**config.mk**
```make
export PLATFORM = sky130hd
export DESIGN_NAME = i2c_master_transaction_engine
export DESIGN_NICKNAME = d
export VERILOG_FILES = /design/src/sv/i2cm_pkg.sv /design/src/sv/i2cm_wbuf.sv /design/src/sv/i2c_master_transaction_engine.sv
export SDC_FILE = /design/constraint.sdc
export NUM_CORES = 1
export LEC_CHECK = 0
export ABC_AREA = 1
export ABC_CLOCK_PERIOD_IN_PS = 3000
export BUFFER_PORTS_ARGS = -buffer_cell sky130_fd_sc_hd__buf_2
export CAP_MARGIN = 0
export CORE_ASPECT_RATIO = 0.7
export CORE_MARGIN = 1.5
export CORE_UTILIZATION = 50
export DETAILED_ROUTE_END_ITERATION = 16
export PLACE_DENSITY = 0.67
export SYNTH_ARGS = -nofsm -noshare
export SYNTH_HDL_FRONTEND = slang
export SYNTH_HIERARCHICAL = 1
export SYNTH_SLANG_ARGS = --single-unit
```
**constraint.sdc**
```tcl
create_clock -name clk -period 3 [get_ports clk]
set_input_delay 0 -clock clk [delete_from_list [all_inputs] [get_ports clk]]
set_output_delay 0 -clock clk [all_outputs]
set_load 0.1 [all_outputs]
```
**src/sv/i2cm_pkg.sv**
```systemverilog
`timescale 1ns / 1ps
`default_nettype none
// ----------------------------------------------------------------------------
// I2C master package
// Phase codes, microcode word layout and the control store for the
// transaction sequencer.
// ----------------------------------------------------------------------------
package i2cm_pkg;

  localparam int unsigned WBUF_DEPTH_DEF = 16;
  localparam logic [7:0]  DELAY_RESET    = 8'd5;

  // Item kinds on the command channel
  localparam logic [1:0] MODE_TICK  = 2'd0;
  localparam logic [1:0] MODE_LOAD  = 2'd1;
  localparam logic [1:0] MODE_BEGIN = 2'd2;

  // Transaction kinds
  localparam logic [1:0] KIND_WRITE   = 2'd0;
  localparam logic [1:0] KIND_READ    = 2'd1;
  localparam logic [1:0] KIND_WR_RD   = 2'd2;
  localparam logic [1:0] KIND_INVALID = 2'd3;

  typedef enum logic [4:0] {
    PH_IDLE, PH_ST1, PH_ST2, PH_ST3, PH_WLO, PH_WHI, PH_ALO, PH_AHI,
    PH_RS1, PH_RS2, PH_RS3, PH_RLO, PH_RHI, PH_KLO, PH_KHI,
    PH_SP1, PH_SP2, PH_SP3
  } phase_t;

  typedef enum logic [1:0] {
    PIN_KEEP, PIN_SET, PIN_CLR
  } pin_op_t;

  // Branch resolved by the datapath at the end of a step
  typedef enum logic [2:0] {
    BR_NEXT,     // go to target
    BR_ADDR,     // load address byte, read bit from kind
    BR_ADDR_RD,  // load address byte with read bit set
    BR_WBIT,     // shift out one bit, loop or go to ACK
    BR_ACK,      // sample ACK, then next byte, read, restart or stop
    BR_RBIT,     // shift in one bit, loop or go to master ACK
    BR_RDEND,    // next read byte or stop
    BR_DONE      // stop complete
  } branch_t;

  typedef struct packed {
    pin_op_t scl;
    pin_op_t sda;
    pin_op_t drv;
    branch_t br;
    phase_t  target;
  } ucode_t;

  function automatic logic apply_pin(input pin_op_t op, input logic cur);
    logic res;
    res = cur;
    case (op)
      PIN_SET: res = 1'b1;
      PIN_CLR: res = 1'b0;
      default: res = cur;
    endcase
    return res;
  endfunction

  // Control store: one word per phase
  function automatic ucode_t ucode_rom(input phase_t ph);
    ucode_t w;
    w = '{PIN_KEEP, PIN_KEEP, PIN_KEEP, BR_NEXT, PH_IDLE};
    unique case (ph)
      PH_IDLE: w = '{PIN_KEEP, PIN_KEEP, PIN_KEEP, BR_NEXT,    PH_IDLE};
      PH_ST1:  w = '{PIN_SET,  PIN_KEEP, PIN_KEEP, BR_NEXT,    PH_ST2};
      PH_ST2:  w = '{PIN_KEEP, PIN_CLR,  PIN_KEEP, BR_NEXT,    PH_ST3};
      PH_ST3:  w = '{PIN_CLR,  PIN_KEEP, PIN_KEEP, BR_ADDR,    PH_WLO};
      PH_WLO:  w = '{PIN_SET,  PIN_KEEP, PIN_KEEP, BR_NEXT,    PH_WHI};
      PH_WHI:  w = '{PIN_CLR,  PIN_KEEP, PIN_KEEP, BR_WBIT,    PH_WLO};
      PH_ALO:  w = '{PIN_SET,  PIN_KEEP, PIN_KEEP, BR_NEXT,    PH_AHI};
      PH_AHI:  w = '{PIN_CLR,  PIN_KEEP, PIN_SET,  BR_ACK,     PH_WLO};
      PH_RS1:  w = '{PIN_SET,  PIN_KEEP, PIN_KEEP, BR_NEXT,    PH_RS2};
      PH_RS2:  w = '{PIN_KEEP, PIN_CLR,  PIN_KEEP, BR_NEXT,    PH_RS3};
      PH_RS3:  w = '{PIN_CLR,  PIN_KEEP, PIN_KEEP, BR_ADDR_RD, PH_WLO};
      PH_RLO:  w = '{PIN_SET,  PIN_KEEP, PIN_KEEP, BR_NEXT,    PH_RHI};
      PH_RHI:  w = '{PIN_CLR,  PIN_KEEP, PIN_KEEP, BR_RBIT,    PH_RLO};
      PH_KLO:  w = '{PIN_SET,  PIN_KEEP, PIN_KEEP, BR_NEXT,    PH_KHI};
      PH_KHI:  w = '{PIN_CLR,  PIN_KEEP, PIN_CLR,  BR_RDEND,   PH_RLO};
      PH_SP1:  w = '{PIN_SET,  PIN_KEEP, PIN_KEEP, BR_NEXT,    PH_SP2};
      PH_SP2:  w = '{PIN_KEEP, PIN_SET,  PIN_KEEP, BR_NEXT,    PH_SP3};
      PH_SP3:  w = '{PIN_KEEP, PIN_KEEP, PIN_KEEP, BR_DONE,    PH_IDLE};
      default: w = '{PIN_KEEP, PIN_KEEP, PIN_KEEP, BR_NEXT,    PH_IDLE};
    endcase
    return w;
  endfunction

endpackage
`default_nettype wire

```
**src/sv/i2cm_wbuf.sv**
```systemverilog
`timescale 1ns / 1ps
`default_nettype none
// ----------------------------------------------------------------------------
// I2C master write buffer
// Single-port-write, single-read byte store with a registered read.
// ----------------------------------------------------------------------------
module i2cm_wbuf #(
  parameter int unsigned DEPTH = i2cm_pkg::WBUF_DEPTH_DEF,
  parameter int unsigned AW    = (DEPTH > 1) ? $clog2(DEPTH) : 1
) (
  input  wire logic          clk,
  input  wire logic          we,
  input  wire logic [AW-1:0] waddr,
  input  wire logic [7:0]    wdata,
  input  wire logic [AW-1:0] raddr,
  output logic      [7:0]    rdata
);

  logic [7:0] mem [DEPTH];

  always_ff @(posedge clk) begin
    if (we) begin
      mem[waddr] <= wdata;
    end
  end

  // Read every cycle; the sequencer moves the address well ahead of use
  always_ff @(posedge clk) begin
    rdata <= mem[raddr];
  end

endmodule
`default_nettype wire

```
**src/sv/i2c_master_transaction_engine.sv**
```systemverilog
`timescale 1ns / 1ps
`default_nettype none
// ----------------------------------------------------------------------------
// I2C master transaction engine
// Microcoded sequencer that runs one I2C write, read or write/restart/read
// transaction, driven by tick commands.
// ----------------------------------------------------------------------------
// Every command taken with start high and busy low gives its result, marked by
// result_strobe, in the next cycle, so busy never rises and a command may be
// issued every cycle. The result is shown for that one cycle only and cannot
// be held off by the receiver. The phase sequencer executes one control-store
// word per elapsed bus delay. Load commands (mode 1) append bytes to the write
// buffer while the bus is idle; a begin command (mode 2) with a valid kind
// latches address, kind and counts and issues a start; tick commands (mode 0)
// count delay_ticks and then execute the word for the current phase. The pin
// levels are reported after every command; received bytes appear with
// rx_valid, and done_res marks the end of the stop condition, with success
// high if no NACK was seen. Write delay_ticks only while the bus is idle.
// ----------------------------------------------------------------------------
module i2c_master_transaction_engine #(
  parameter int unsigned WBUF_DEPTH = i2cm_pkg::WBUF_DEPTH_DEF
) (
  input  wire logic       clk,
  input  wire logic       rst,
  // Command channel
  input  wire logic       start,
  output logic            busy,
  input  wire logic [1:0] mode,
  input  wire logic       sda_level,
  input  wire logic [7:0] data_byte,
  input  wire logic [6:0] target_addr,
  input  wire logic [1:0] kind,
  input  wire logic [4:0] write_count,
  input  wire logic [7:0] read_count,
  // Configuration channel
  input  wire logic       cfg_valid,
  output logic            cfg_ready,
  input  wire logic [7:0] cfg_data,
  // Result channel
  output logic            result_strobe,
  output logic            scl_out,
  output logic            sda_out,
  output logic            sda_drive_enable,
  output logic            rx_valid,
  output logic [7:0]      rx_byte,
  output logic            done_res,
  output logic            success,
  output logic            busy_res
);

  localparam int unsigned AW    = (WBUF_DEPTH > 1) ? $clog2(WBUF_DEPTH) : 1;
  localparam int unsigned CNT_W = $clog2(WBUF_DEPTH + 1);

  // Registers
  logic [7:0]       delay_ticks;
  i2cm_pkg::phase_t phase, phase_next;
  logic [7:0]       delay_counter, delay_counter_next;
  logic [3:0]       bit_counter, bit_counter_next;
  logic [7:0]       shift_register, shift_register_next;
  logic [CNT_W-1:0] byte_counter, byte_counter_next;
  logic [CNT_W-1:0] buffer_fill, buffer_fill_next;
  logic [CNT_W-1:0] write_total, write_total_next;
  logic [6:0]       target_address, target_address_next;
  logic [1:0]       transaction_kind, transaction_kind_next;
  logic [7:0]       reads_left, reads_left_next;
  logic             fail_flag, fail_flag_next;
  logic             read_addr_sent, read_addr_sent_next;
  logic             pin_scl, pin_scl_next;
  logic             pin_sda, pin_sda_next;
  logic             pin_drv, pin_drv_next;

  // Step results
  logic             rx_hit;
  logic             done_hit;
  logic             ok_hit;

  logic             accept;
  logic             wbuf_we;
  logic [7:0]       wbuf_rdata;
  logic [8:0]       wc_wide;
  logic [7:0]       delay_limit;
  logic [7:0]       delay_inc;
  logic             fire;
  i2cm_pkg::ucode_t uw;

  // Branch helpers
  logic             do_write;
  logic [7:0]       wr_byte;
  logic             do_stop;
  logic             do_read;
  logic             rds;
  logic [3:0]       bit_inc;
  logic [7:0]       sh_val;
  logic [7:0]       rl_val;

  assign accept    = start && !busy;
  assign busy      = 1'b0;
  assign cfg_ready = 1'b1;

  // Zero delay behaves as one tick
  assign delay_limit = (delay_ticks == 8'd0) ? 8'd1 : delay_ticks;
  assign delay_inc   = delay_counter + 8'd1;
  assign fire        = delay_inc >= delay_limit;
  assign uw          = i2cm_pkg::ucode_rom(phase);
  assign wc_wide     = 9'(write_count);
  assign bit_inc     = bit_counter + 4'd1;

  assign wbuf_we = accept && (mode == i2cm_pkg::MODE_LOAD) && (phase == i2cm_pkg::PH_IDLE)
                   && (buffer_fill < CNT_W'(WBUF_DEPTH));

  i2cm_wbuf #(
    .DEPTH (WBUF_DEPTH),
    .AW    (AW)
  ) u_wbuf (
    .clk   (clk),
    .we    (wbuf_we),
    .waddr (buffer_fill[AW-1:0]),
    .wdata (data_byte),
    .raddr (byte_counter[AW-1:0]),
    .rdata (wbuf_rdata)
  );

  // Configuration register
  always_ff @(posedge clk) begin
    if (rst) begin
      delay_ticks <= i2cm_pkg::DELAY_RESET;
    end else if (cfg_valid && cfg_ready) begin
      delay_ticks <= cfg_data;
    end
  end

  // Sequencer and datapath registers
  always_ff @(posedge clk) begin
    if (rst) begin
      phase            <= i2cm_pkg::PH_IDLE;
      delay_counter    <= '0;
      bit_counter      <= '0;
      shift_register   <= '0;
      byte_counter     <= '0;
      buffer_fill      <= '0;
      write_total      <= '0;
      target_address   <= '0;
      transaction_kind <= '0;
      reads_left       <= '0;
      fail_flag        <= 1'b0;
      read_addr_sent   <= 1'b0;
      pin_scl          <= 1'b1;
      pin_sda          <= 1'b1;
      pin_drv          <= 1'b1;
    end else if (accept) begin
      phase            <= phase_next;
      delay_counter    <= delay_counter_next;
      bit_counter      <= bit_counter_next;
      shift_register   <= shift_register_next;
      byte_counter     <= byte_counter_next;
      buffer_fill      <= buffer_fill_next;
      write_total      <= write_total_next;
      target_address   <= target_address_next;
      transaction_kind <= transaction_kind_next;
      reads_left       <= reads_left_next;
      fail_flag        <= fail_flag_next;
      read_addr_sent   <= read_addr_sent_next;
      pin_scl          <= pin_scl_next;
      pin_sda          <= pin_sda_next;
      pin_drv          <= pin_drv_next;
    end
  end

  // Next state: hold, apply load/begin, else run the control word at delay end
  always_comb begin
    phase_next            = phase;
    delay_counter_next    = delay_counter;
    bit_counter_next      = bit_counter;
    shift_register_next   = shift_register;
    byte_counter_next     = byte_counter;
    buffer_fill_next      = buffer_fill;
    write_total_next      = write_total;
    target_address_next   = target_address;
    transaction_kind_next = transaction_kind;
    reads_left_next       = reads_left;
    fail_flag_next        = fail_flag;
    read_addr_sent_next   = read_addr_sent;
    pin_scl_next          = pin_scl;
    pin_sda_next          = pin_sda;
    pin_drv_next          = pin_drv;
    rx_hit                = 1'b0;
    done_hit              = 1'b0;
    ok_hit                = 1'b0;
    do_write              = 1'b0;
    wr_byte               = 8'd0;
    do_stop               = 1'b0;
    do_read               = 1'b0;
    rds                   = 1'b0;
    sh_val                = 8'd0;
    rl_val                = reads_left;

    if (mode == i2cm_pkg::MODE_LOAD) begin
      if (wbuf_we) begin
        buffer_fill_next = buffer_fill + CNT_W'(1);
      end
    end else if (mode == i2cm_pkg::MODE_BEGIN) begin
      if (phase == i2cm_pkg::PH_IDLE && kind != i2cm_pkg::KIND_INVALID) begin
        target_address_next   = target_addr;
        transaction_kind_next = kind;
        // Clamp the write count to the buffer depth
        write_total_next      = (wc_wide > 9'(WBUF_DEPTH)) ? CNT_W'(WBUF_DEPTH)
                                                           : CNT_W'(wc_wide);
        reads_left_next       = read_count;
        byte_counter_next     = '0;
        buffer_fill_next      = '0;
        fail_flag_next        = 1'b0;
        read_addr_sent_next   = 1'b0;
        delay_counter_next    = '0;
        pin_drv_next          = 1'b1;
        pin_sda_next          = 1'b1;
        phase_next            = i2cm_pkg::PH_ST1;
      end
    end else if (mode == i2cm_pkg::MODE_TICK && phase != i2cm_pkg::PH_IDLE) begin
      if (!fire) begin
        delay_counter_next = delay_inc;
      end else begin
        delay_counter_next = '0;
        pin_scl_next = i2cm_pkg::apply_pin(uw.scl, pin_scl);
        pin_sda_next = i2cm_pkg::apply_pin(uw.sda, pin_sda);
        pin_drv_next = i2cm_pkg::apply_pin(uw.drv, pin_drv);
        phase_next   = uw.target;

        unique case (uw.br)
          i2cm_pkg::BR_NEXT: begin
            phase_next = uw.target;
          end
          i2cm_pkg::BR_ADDR, i2cm_pkg::BR_ADDR_RD: begin
            rds = (uw.br == i2cm_pkg::BR_ADDR_RD)
                  || (transaction_kind == i2cm_pkg::KIND_READ);
            read_addr_sent_next = rds;
            do_write = 1'b1;
            wr_byte  = {target_address, rds};
          end
          i2cm_pkg::BR_WBIT: begin
            sh_val              = {shift_register[6:0], 1'b0};
            shift_register_next = sh_val;
            bit_counter_next    = bit_inc;
            if (!bit_inc[3]) begin
              pin_sda_next = sh_val[7];
              phase_next   = i2cm_pkg::PH_WLO;
            end else begin
              pin_drv_next = 1'b0;
              phase_next   = i2cm_pkg::PH_ALO;
            end
          end
          i2cm_pkg::BR_ACK: begin
            if (sda_level) begin
              fail_flag_next = 1'b1;
              do_stop        = 1'b1;
            end else if (read_addr_sent) begin
              do_stop = (reads_left == 8'd0);
              do_read = (reads_left != 8'd0);
            end else if (byte_counter < write_total) begin
              byte_counter_next = byte_counter + CNT_W'(1);
              do_write          = 1'b1;
              wr_byte           = wbuf_rdata;
            end else if (transaction_kind == i2cm_pkg::KIND_WR_RD) begin
              pin_sda_next = 1'b1;
              phase_next   = i2cm_pkg::PH_RS1;
            end else begin
              do_stop = 1'b1;
            end
          end
          i2cm_pkg::BR_RBIT: begin
            sh_val              = {shift_register[6:0], sda_level};
            shift_register_next = sh_val;
            bit_counter_next    = bit_inc;
            if (!bit_inc[3]) begin
              phase_next = i2cm_pkg::PH_RLO;
            end else begin
              rx_hit = 1'b1;
              if (reads_left != 8'd0) begin
                rl_val = reads_left - 8'd1;
              end
              reads_left_next = rl_val;
              pin_drv_next    = 1'b1;
              // NACK the last byte
              pin_sda_next    = (rl_val == 8'd0);
              phase_next      = i2cm_pkg::PH_KLO;
            end
          end
          i2cm_pkg::BR_RDEND: begin
            do_stop = (reads_left == 8'd0);
            do_read = (reads_left != 8'd0);
          end
          i2cm_pkg::BR_DONE: begin
            phase_next = i2cm_pkg::PH_IDLE;
            done_hit   = 1'b1;
            ok_hit     = !fail_flag;
          end
          default: begin
            phase_next = i2cm_pkg::PH_IDLE;
          end
        endcase

        if (do_write) begin
          shift_register_next = wr_byte;
          bit_counter_next    = '0;
          pin_drv_next        = 1'b1;
          pin_sda_next        = wr_byte[7];
          phase_next          = i2cm_pkg::PH_WLO;
        end
        if (do_stop) begin
          pin_drv_next = 1'b1;
          pin_sda_next = 1'b0;
          phase_next   = i2cm_pkg::PH_SP1;
        end
        if (do_read) begin
          pin_drv_next        = 1'b0;
          bit_counter_next    = '0;
          shift_register_next = '0;
          phase_next          = i2cm_pkg::PH_RLO;
        end
      end
    end
  end

  // Result register: strobe in the cycle after each accepted command
  always_ff @(posedge clk) begin
    if (rst) begin
      result_strobe <= 1'b0;
      rx_valid      <= 1'b0;
      done_res      <= 1'b0;
      success       <= 1'b0;
    end else begin
      result_strobe <= accept;
      rx_valid      <= accept && rx_hit;
      done_res      <= accept && done_hit;
      success       <= accept && ok_hit;
    end
  end

  always_ff @(posedge clk) begin
    if (accept) begin
      rx_byte <= rx_hit ? shift_register_next : 8'd0;
    end
  end

  assign scl_out          = pin_scl;
  assign sda_out          = pin_sda;
  assign sda_drive_enable = pin_drv;
  assign busy_res         = (phase != i2cm_pkg::PH_IDLE);

  // Checks
  a_done_idle: assert property (@(posedge clk) disable iff (rst)
    done_res |-> (result_strobe && !busy_res))
    else $error("done reported while a transaction is still running");

  a_rx_in_txn: assert property (@(posedge clk) disable iff (rst)
    rx_valid |-> (result_strobe && busy_res && sda_drive_enable))
    else $error("received byte outside a read phase");

  a_success_done: assert property (@(posedge clk) disable iff (rst)
    success |-> done_res)
    else $error("success without done");

  a_bit_range: assert property (@(posedge clk) disable iff (rst)
    bit_counter <= 4'd8)
    else $error("bit counter out of range");

  a_fill_range: assert property (@(posedge clk) disable iff (rst)
    buffer_fill <= CNT_W'(WBUF_DEPTH))
    else $error("write buffer overfilled");

  a_read_released: assert property (@(posedge clk) disable iff (rst)
    (phase == i2cm_pkg::PH_RHI) |-> !pin_drv)
    else $error("SDA driven while sampling a read bit");

endmodule
`default_nettype wire
```
==> out/results.tsv <==
stage	metric	value	unit
drt	DR vias/cell	5.296	
cells_and_area	antenna cell count	0	
sta	Final Hold Fails	0	
place	area post-placement	0.01194	mm²
sta	Slew HR	48.87	%
synthesis	ys flop type	edfxtp_1	
global_routing	pin count of the biggest net entering global routing	68	
sta	Peak Freq	0.3344	GHz
drt	antenna-violating nets left	0	
cells_and_area	area grow syn2layout	21.83	%
floorplan	Core ar.	0.02190	mm²
cells_and_area	Util after Layout	62.75	%
synthesis	#FFs+latches synth	232	
cts	Longest Clk Path Bufs	3	
cells_and_area	Filler cells	1846	
hold_path	worst hold path class	in -> reg	
drt	Routed WL	29960	µm
pwr	PwrDens	502.6	mW/mm²
cells_and_area	Finished Cell Area	0.01374	mm²
pwr	Max rail drop VDD	0.0005806	V
sta	Max Slew Vio Count	0	
sta	RSZ-0062 raised after global routing	true	
sta	Final Skew	17.24	ps
worst_setup_path	CP Cell Sequence	nand3_2 > nand3b_1 > buf_4 > xor2_2 > inv_1 > ha_1 > a21oi_1 > o21a_1 > nand4_1 > nand2_4 > clkinv_4 > nand3_4 > nand2_4 > buf_6 > ha_4 > nand2_4 > nand2_2 > nand2_1 > nand3_1	
synthesis	Synth top area share	36.20	%
cts	htree depth	1	
synthesis	post-synth cell types	58	
floorplan	# rows	45	
floorplan	DIE HEIGHT	128.7	µm
place	routability cong.	0.9092	
global_routing	initial antenna violation count	0	
global_routing	GRT overflow	0	
worst_setup_path	Worst Path Required	3410	ps
synthesis	Post-Syn Nets	1385	
synthesis	Post-synth EDFFs	136	
synthesis	top post-synthesis cells by area	edfxtp_1 (36%), dfxtp_1 (17%), nand2_1 (10%)	
place	# port buffers	60	
sta	post-layout min period	2990	ps
status	run status	finished, final reports clean	
drt	via count	9327	
sta	Least-Margin Pin Slew	764.1	ps
synthesis	largest area contributor in the netlist	edfxtp_1	
drt	Avg WL per Cell	17.01	µm
global_routing	total track usage	25.26	%
sta	worst hold slack	158.2	ps
cts	Num CTS Buffers	24	
sta	final worst-path cycle share	99.67	%
global_routing	vias in the first global route	8321	
cts	clk_lat worst skew	530	ps
worst_setup_path	Worst path max stage delay	380	ps
synthesis	Syn Area/Cell	8.606	µm²
worst_setup_path	Crit Path Max Fanout	6	
sta	setup violators final	0	
global_routing	first-pass GRT wire length	45760	µm
worst_setup_path	slowest CP cell	dfxtp_4	
synthesis	Cells after Synth	1311	
place	final HPWL from detailed placement	19730	µm
drt	Detailed Route Iter0 Violations	931	
sta	setup ws final	9.988	ps
floorplan	initial cell density of the core	51.51	%
worst_setup_path	startpoint types	flop	
pwr	Tot Pwr	6.908	mW
cts	Worst-path clk slew	70	ps
synthesis	Synth warnings	6	
floorplan	Die X	182.5	µm
run	Max-Cap Viols	0	
worst_setup_path	crit path capture type	flop	
cells_and_area	layout cell share with drive strength beyond 1	17.31	%
cts	Sink Count	232	
synthesis	sequential area share after synthesis	53.23	%
pwr	leak pwr	6.075	nW
floorplan	DIE AREA	0.02349	mm²
drt	DRT Pass-1 Iters	5	
worst_setup_path	CP Class	reg -> reg	
worst_setup_path	CP dominant cell by count	nand2_4	
cells_and_area	Post-layout nets	1536	
place	Place WS	-175.4	ps
drt	drc violations	0	
cts	Clock Root Buffer	clkbuf_16	
cts	CTS tree	built	
worst_setup_path	CP Data Arrival Time	3400	ps
floorplan	Top Ports	63	
synthesis	FFs w/ async S/R, synth	0	%
synthesis	Mapped Area	0.01128	mm²
## cell families after synthesis
logic type,count (synthesis),share of synthesized area (%)
simple gates,618,24.60
buf+inv,267,10.03
flops,232,53.23
compound gates,148,7.652
fa+ha+maj,29,3.216
xor+xnor,12,0.9316
mux,3,0.2773
other cells,2,0.06657
## cell type report
class	count	area [µm²]	area share, %
inverters	218	840.8	6.117
flip-flops and latches	232	6015	43.76
clock buffers	35	675.6	4.916
repair buffers	172	1305	9.495
clock inverters	8	81.33	0.5917
well taps	282	352.8	2.567
multi-input cells	813	4467	32.50
repair inverters	1	7.507	0.05462
## layout by cell type, fill, tap and decap left out, types with 14 or more instances in the layout
cell,n
buf_2,60
a21oi_1,50
nand4_1,14
o21ai_0,48
nand3_1,131
ha_1,23
nor2_1,85
nand2_1,302
dlygate4sd3_1,55
clkbuf_16,25
inv_2,14
dfxtp_1,93
nor3_1,17
buf_4,50
inv_1,197
edfxtp_1,136
## through the flow
| stage | cells | TNS, ps |
|---|---|---|
| floorplan | 1311 | 0 |
| global placement | 1646 | -104.3 |
| detailed placement | 1646 | -1193 |
| CTS | 1754 | -14.67 |
| global route | 1761 | -2583 |
| finish | 1761 | 0 |
## synthesized netlist by cell type (2+ instances only)
cell,n
nor2_1,89
nand2_4,5
nor4_1,2
or2_2,2
o21ai_1,3
conb_1,2
o221ai_1,2
inv_1,201
nand2_1,314
nand3_2,6
mux2i_1,2
clkbuf_1,10
a21oi_1,55
o31ai_1,2
nand2_2,9
clkinv_2,2
a211oi_1,8
a21oi_4,2
nand3b_1,8
buf_2,17
nand3_4,2
buf_4,11
nor3_1,17
dfxtp_1,96
ha_1,29
nand4_1,14
nand3_1,137
nor2_2,4
inv_2,14
o21a_1,2
nor3b_1,2
o21ai_0,54
xor2_1,11
a31oi_1,4
buf_6,7
o211ai_1,5
a21boi_1,2
nand4_2,2
edfxtp_1,136
buf_1,3
## metal layers
layer | vias to the layer above | wire length (µm) | global-route usage, %
met4 | 0 | 451 | 5.250
met5 | - | 0 | 0
met3 | 39 | 2916 | 3.963
li1 | 4574 | - | -
met1 | 4306 | 14630 | 41.83
met2 | 408 | 11960 | 34.01
## registers in the layout (all words and copies together) (netlist names), 2 cells and up
| signal | flops |
|---|---|
| phase | 5 |
| delay_counter | 8 |
| uw | 14 |
| write_total | 5 |
| rx_byte | 8 |
| transaction_kind | 2 |
| buffer_fill | 5 |
| shift_register | 8 |
| reads_left | 8 |
| bit_counter | 4 |
| u_wbuf/mem | 128 |
| delay_ticks | 8 |
| u_wbuf/rdata | 8 |
| target_address | 7 |
| byte_counter | 5 |
## path summary, 6_finish.rpt
kind | from | endpoint | slack [ps] | cells after the start
min reg2reg | fail_flag | success | 440 | 1
min | mode[1] | reads_left[6] | 160 | 5
max reg2reg | delay_counter[0] | uw[0] | 10 | 19
max | delay_counter[0] | uw[0] | 10 | 19
## report_power, final
| group | internal (mW) | switching, mW |
|---|---|---|
| combinational | 0.211 | 0.368 |
| clock | 1.66 | 1.22 |
| sequential | 3.42 | 0.0305 |
## worst max-delay path: cells and delay by family, from the launching register on
| family | cells | cell delay, ps |
|---|---|---|
| compound gates | 2 | 360 |
| xor+xnor | 1 | 130 |
| fa+ha+maj | 2 | 480 |
| buf+inv | 4 | 460 |
| flops | 1 | 380 |
| simple gates | 10 | 1050 |
## repair_timing
item                       in CTS  in global routing
hold endpoints to repair      175                  0
cloned                          0                  2
setup endpoints to repair      19                 50
pin swaps                       2                 27
buffers inserted               10                  8
resized for setup              13                 79
hold buffers                   55                  0
Note: power is estimated with default switching activity, not from simulation.
